===== src/design/rts_pkg.sv =====
package rts_pkg;

    localparam int KEY_W = 64;
    localparam int PRIO_W = 4;
    localparam int CNT_W = 9;

    localparam logic [2:0] CMD_APPEND = 3'd0;
    localparam logic [2:0] CMD_REMOVE = 3'd1;
    localparam logic [2:0] CMD_SEARCH = 3'd2;
    localparam logic [2:0] CMD_SORT_NAME = 3'd3;
    localparam logic [2:0] CMD_SORT_TYPE = 3'd4;
    localparam logic [2:0] CMD_SORT_PRIO = 3'd5;
    localparam logic [2:0] CMD_READ = 3'd6;

    localparam logic [2:0] ST_OK = 3'd0;
    localparam logic [2:0] ST_FULL = 3'd1;
    localparam logic [2:0] ST_NOT_FOUND = 3'd2;
    localparam logic [2:0] ST_EMPTY = 3'd3;
    localparam logic [2:0] ST_BAD_PRIO = 3'd4;
    localparam logic [2:0] ST_BAD_INDEX = 3'd5;
    localparam logic [2:0] ST_NOT_SORTED = 3'd6;

    localparam logic [3:0] PRIO_MIN = 4'd1;
    localparam logic [3:0] PRIO_MAX = 4'd10;

    typedef struct packed {
        logic [2:0]  command;
        logic [63:0] name_key;
        logic [63:0] type_key;
        logic [3:0]  priority_in;
        logic [4:0]  read_index;
    } t_req;

    typedef struct packed {
        logic [2:0]  status;
        logic [4:0]  position;
        logic [8:0]  compare_count;
        logic [8:0]  swap_count;
        logic [63:0] entry_name;
        logic [63:0] entry_type;
        logic [3:0]  entry_priority;
        logic [5:0]  entry_count;
    } t_rsp;

    typedef struct packed {
        logic [KEY_W-1:0]  name;
        logic [KEY_W-1:0]  kind;
        logic [PRIO_W-1:0] prio;
    } t_rec;

endpackage


===== src/design/rts_ram.sv =====
module rts_ram #(
    parameter int WIDTH = 8,
    parameter int DEPTH = 32
) (
    input  logic                     i_clk,
    input  logic                     i_we,
    input  logic [$clog2(DEPTH)-1:0] i_waddr,
    input  logic [WIDTH-1:0]         i_wdata,
    input  logic [$clog2(DEPTH)-1:0] i_raddr,
    output logic [WIDTH-1:0]         o_rdata
);
    logic [WIDTH-1:0] r_mem [DEPTH];
    logic [WIDTH-1:0] r_rdata;

    always_ff @(posedge i_clk) begin
        if (i_we) begin
            r_mem[i_waddr] <= i_wdata;
        end
        r_rdata <= r_mem[i_raddr];
    end

    assign o_rdata = r_rdata;
endmodule


===== src/design/rts_datapath.sv =====
module rts_datapath
    import rts_pkg::*;
#(
    parameter int CAPACITY = 32,
    parameter int AW = 5
) (
    input  logic             i_clk,
    input  logic             i_we,
    input  logic [AW-1:0]    i_waddr,
    input  t_rec             i_wdata,
    input  logic [AW-1:0]    i_raddr,
    input  logic             i_hold_a,
    output t_rec             o_rdata,
    output t_rec             o_reg_a
);
    logic [$bits(t_rec)-1:0] w_rdata;
    t_rec r_a;

    rts_ram #(.WIDTH($bits(t_rec)), .DEPTH(CAPACITY)) u_ram (
        .i_clk   (i_clk),
        .i_we    (i_we),
        .i_waddr (i_waddr),
        .i_wdata (i_wdata),
        .i_raddr (i_raddr),
        .o_rdata (w_rdata)
    );

    always_ff @(posedge i_clk) begin
        if (i_hold_a) begin
            r_a <= t_rec'(w_rdata);
        end
    end

    assign o_rdata = t_rec'(w_rdata);
    assign o_reg_a = r_a;
endmodule


===== config.mk =====
export PLATFORM = sky130hd
export DESIGN_NAME = rts_datapath
export DESIGN_NICKNAME = d
export VERILOG_FILES = /design/src/design/rts_pkg.sv /design/src/design/rts_ram.sv /design/src/design/rts_datapath.sv
export SDC_FILE = /design/constraint.sdc
export NUM_CORES = 2
export LEC_CHECK = 0
export BUFFER_PORTS_ARGS = -buffer_cell sky130_fd_sc_hd__buf_2
export CELL_PAD_IN_SITES_DETAIL_PLACEMENT = 0
export CELL_PAD_IN_SITES_GLOBAL_PLACEMENT = 1
export CORE_MARGIN = 8
export CORE_UTILIZATION = 38
export CTS_CLUSTER_DIAMETER = 40
export DETAILED_ROUTE_END_ITERATION = 6
export PLACE_DENSITY = 0.63
export SLEW_MARGIN = 30
export SYNTH_ARGS = -nofsm -noshare
export SYNTH_HDL_FRONTEND = slang
export SYNTH_MEMORY_MAX_BITS = 65536
export SYNTH_SLANG_ARGS = --single-unit

===== constraint.sdc =====
create_clock -name i_clk -period 8.09 [get_ports i_clk]
set_input_delay 0.4045 -clock i_clk [delete_from_list [all_inputs] [get_ports i_clk]]
set_output_delay 0.4045 -clock i_clk [all_outputs]
set_load 0.02 [all_outputs]

==> results.txt <==
status = finished, final reports clean
MaxCap Viol Count = 0
max-slew violation count = 0
nets = 7,875
final setup margin = 5070 ps
element type at the critical path start = primary input
1st-pass router iterations = 5
Synth Flop Type = edfxtp_1
initial drt markers = 8,608
Cell variety after synth = 31
Synth area leaders = edfxtp_1 80%, mux4_2 13%, o22ai_1 1.7%
synth warn = 0
post-synth design cell area = 164,000 um^2
TritonCTS buffer count = 584
Vias/cell = 5.70
Die Wd = 673 um
initial antenna violation count = 62
DRC viols = 0
fmax = 0.331 GHz
Root Driver = clkbuf_16
Place WS = 3860 ps
Leak = 0.0618 uW
synthesis-to-finish area growth = 18.7%
CTS tree = done
vias in the first global route = 81,800
final worst path period need = 3020 ps
die height = 673 um
Synth Area in XOR/XNOR = 0%
max incr delay on CP = 730 ps
worst-margin pin slew = 1130 ps
CORE AREA = 431,000 um^2
asr flop ratio synth = 0%
Cells after Synth = 6,799
post-synthesis mux area share = 14.4%
critical setup path kind = primary input to flop
Yosys top cell area share = 79.6%
via count = 79,500
P_sw = 12,100 uW
unrepaired setup endpoints after global routing = no
compound-gate portion of the synthesized area = 2.20%
Die ar. = 454,000 um^2
worst clock skew = 56.3 ps
clock power share = 48.0%
Synth Area in Adders = 0%
IO Port Bufs = 408
post-DP HPWL = 221 mm
worst-path maximum fanout = 93
CP endpoint kind = flop
Tcrit/Tclk final = 37.3%
delay-heaviest family, CP = buffers and inverters
Max Root-Sink Buffers = 4
Synth Net Count = 6,944
Net Sw Frac = 22.2%
gr ovfl total = 0
gr usage total = 19.7%
post-synth top area cell = edfxtp_1
gp weighted congestion = 0.720
Antenna Nets Post-Route = 0
Initial Utilization = 38.1%
largest net degree at the start of global routing = 134
Post-Synth Simple-Gate Area = 0.868%
Crit. Startpoint = i_raddr[0]
VDD IR max = 224 uV
# clock sinks = 4,488
CP Buf/Inv Count = 4
Combinational Power Share = 4.2%
slowest library cell on the worst path = nor4_1
worst r2r src = u_ram.r_mem[7][60]
hold wc startpoint = i_waddr[2]
WL final = 461 mm
final hold violations = 0
Seq/Total Area, Yosys = 81.2%
max_slew headroom = 24.7%
arrival time worst endpoint = 3830 ps
flip-flop and latch count after synthesis = 4,488
clock latency at the later pin of the worst-skew pair = 1040 ps
Cell Rows = 241
first-pass GRT wire length = 639 mm
CP most frequent cell = buf_12
clock-pin slew on the worst setup and hold paths = 60 ps
Power Internal = 42,600 uW
largest family of logic cells by synthesized area = multiplexers
Synth Area per Inst = 24.2 um^2
Hold Crit Class = primary input to flop
CTS HTree Levels = 6
Reg power frac = 47.8%
EDFF count, synth = 4,356
IO Count = 409
power per cell area = 281 nW/um^2
share of layout cells above drive strength 1 = 31.1%
CP Data Required Time = 8900 ps
wire length per cell = 33.1 um
Setup TNS = 0 ps
CP Cell Sequence = buf_12 > buf_12 > buf_16 > buf_12 > mux4_2 > o22ai_1 > nor4_1
endpoints failing setup = 0
==> metrics by stage <==
stage	std cells	total power, uW	instance area [um^2]	util (%)	hold slack, ps
floorplan	6799	27900	164000	-	503
global placement	12700	28900	174000	40.3	406
detailed placement	12700	29000	174000	40.3	412
CTS	13900	55300	195000	45.3	41.5
global route	13900	56300	195000	45.3	98.8
finish	13900	54800	195000	45.3	137
==> cell families (layout without fill, tap and decap cells) <==
kind of cell	count (synthesis)	count (layout)
AOI/OAI and AO/OA	564	564
muxes	1128	1128
DFF	4488	4488
other	0	18
and+or+nand+nor	255	255
buffers and inverters	364	1785
==> final timing paths <==
| check | end | slack [ps] | depth (start not counted) |
|---|---|---|---|
| max | u_ram.o_rdata[130] | 5070 | 7 |
| min | u_ram.r_mem[19][5] | 140 | 3 |
| max reg2reg | u_ram.o_rdata[60] | 6360 | 3 |
| min reg2reg | o_reg_a[127] | 420 | 0 |
==> area by class of cell <==
class                   count  area, um^2
well taps                5710        7140
diodes                     18        45.0
flip-flops and latches   4488      133000
clock inverters           405        4870
clock buffers             671       15200
fillers                 35600      236000
repair buffers            709        5370
multi-input cells        1947       29000
==> synthesized netlist by cell type (all sizes together), types with 5 or more instances <==
cell / instances
nand3b: 6
mux4: 984
edfxtp: 4356
nand2: 22
nand4: 18
nor2b: 5
o22ai: 456
nand3: 39
mux2i: 144
nor2: 37
dfxtp: 132
nor4: 114
a22oi: 90
clkbuf: 83
buf: 281
a21oi: 18
==> power groups by stage <==
stage                     Clock, uW  Sequential, uW  Combinational [uW]
after detailed placement          0           26700                2280
final                         26300           26200                2310
after global routing          27600           26200                2460
after CTS                     26700           26200                2360
after global placement            0           26700                2240
after floorplan                   0           26800                1100
==> placed cells by master (no fill, tap or decap), drive strengths merged <==
master,n
a21oi,18
a22oi,90
and2,3
and3,1
buf,576
bufinv,65
clkbuf,671
clkinv,211
clkinvlp,32
dfxtp,132
diode,18
dlygate4sd3,133
edfxtp,4356
inv,97
mux2i,144
mux4,984
nand2,22
nand2b,2
nand3,39
nand3b,6
nand4,18
nor2,37
nor2b,5
nor3,1
nor4,114
o22ai,456
or2,2
or3,2
or3b,3
==> timing repair <==
action	CTS	global route
setup buffers	0	0
resized for setup	0	0
endpoints found under the hold margin	4281	0
hold buffers	133	0
==> flip-flops by register name (all words and copies together) (netlist names) <==
signal,count
o_reg_a,132
u_ram.o_rdata,132
u_ram.r_mem,4224
==> worst min-delay path, stage by stage <==
cell    delay, ps
buf_2         140
or3b_2        270
nor2_4        150
==> layer usage <==
metal	vias to the layer above	track usage, %	wire length (um)
li1	31600	-	-
met3	754	2.89	29000
met1	43900	26.0	184000
met2	3237	34.3	236000
met5	-	0	113
met4	18	5.30	12500
(Power assumes the default switching activity.)
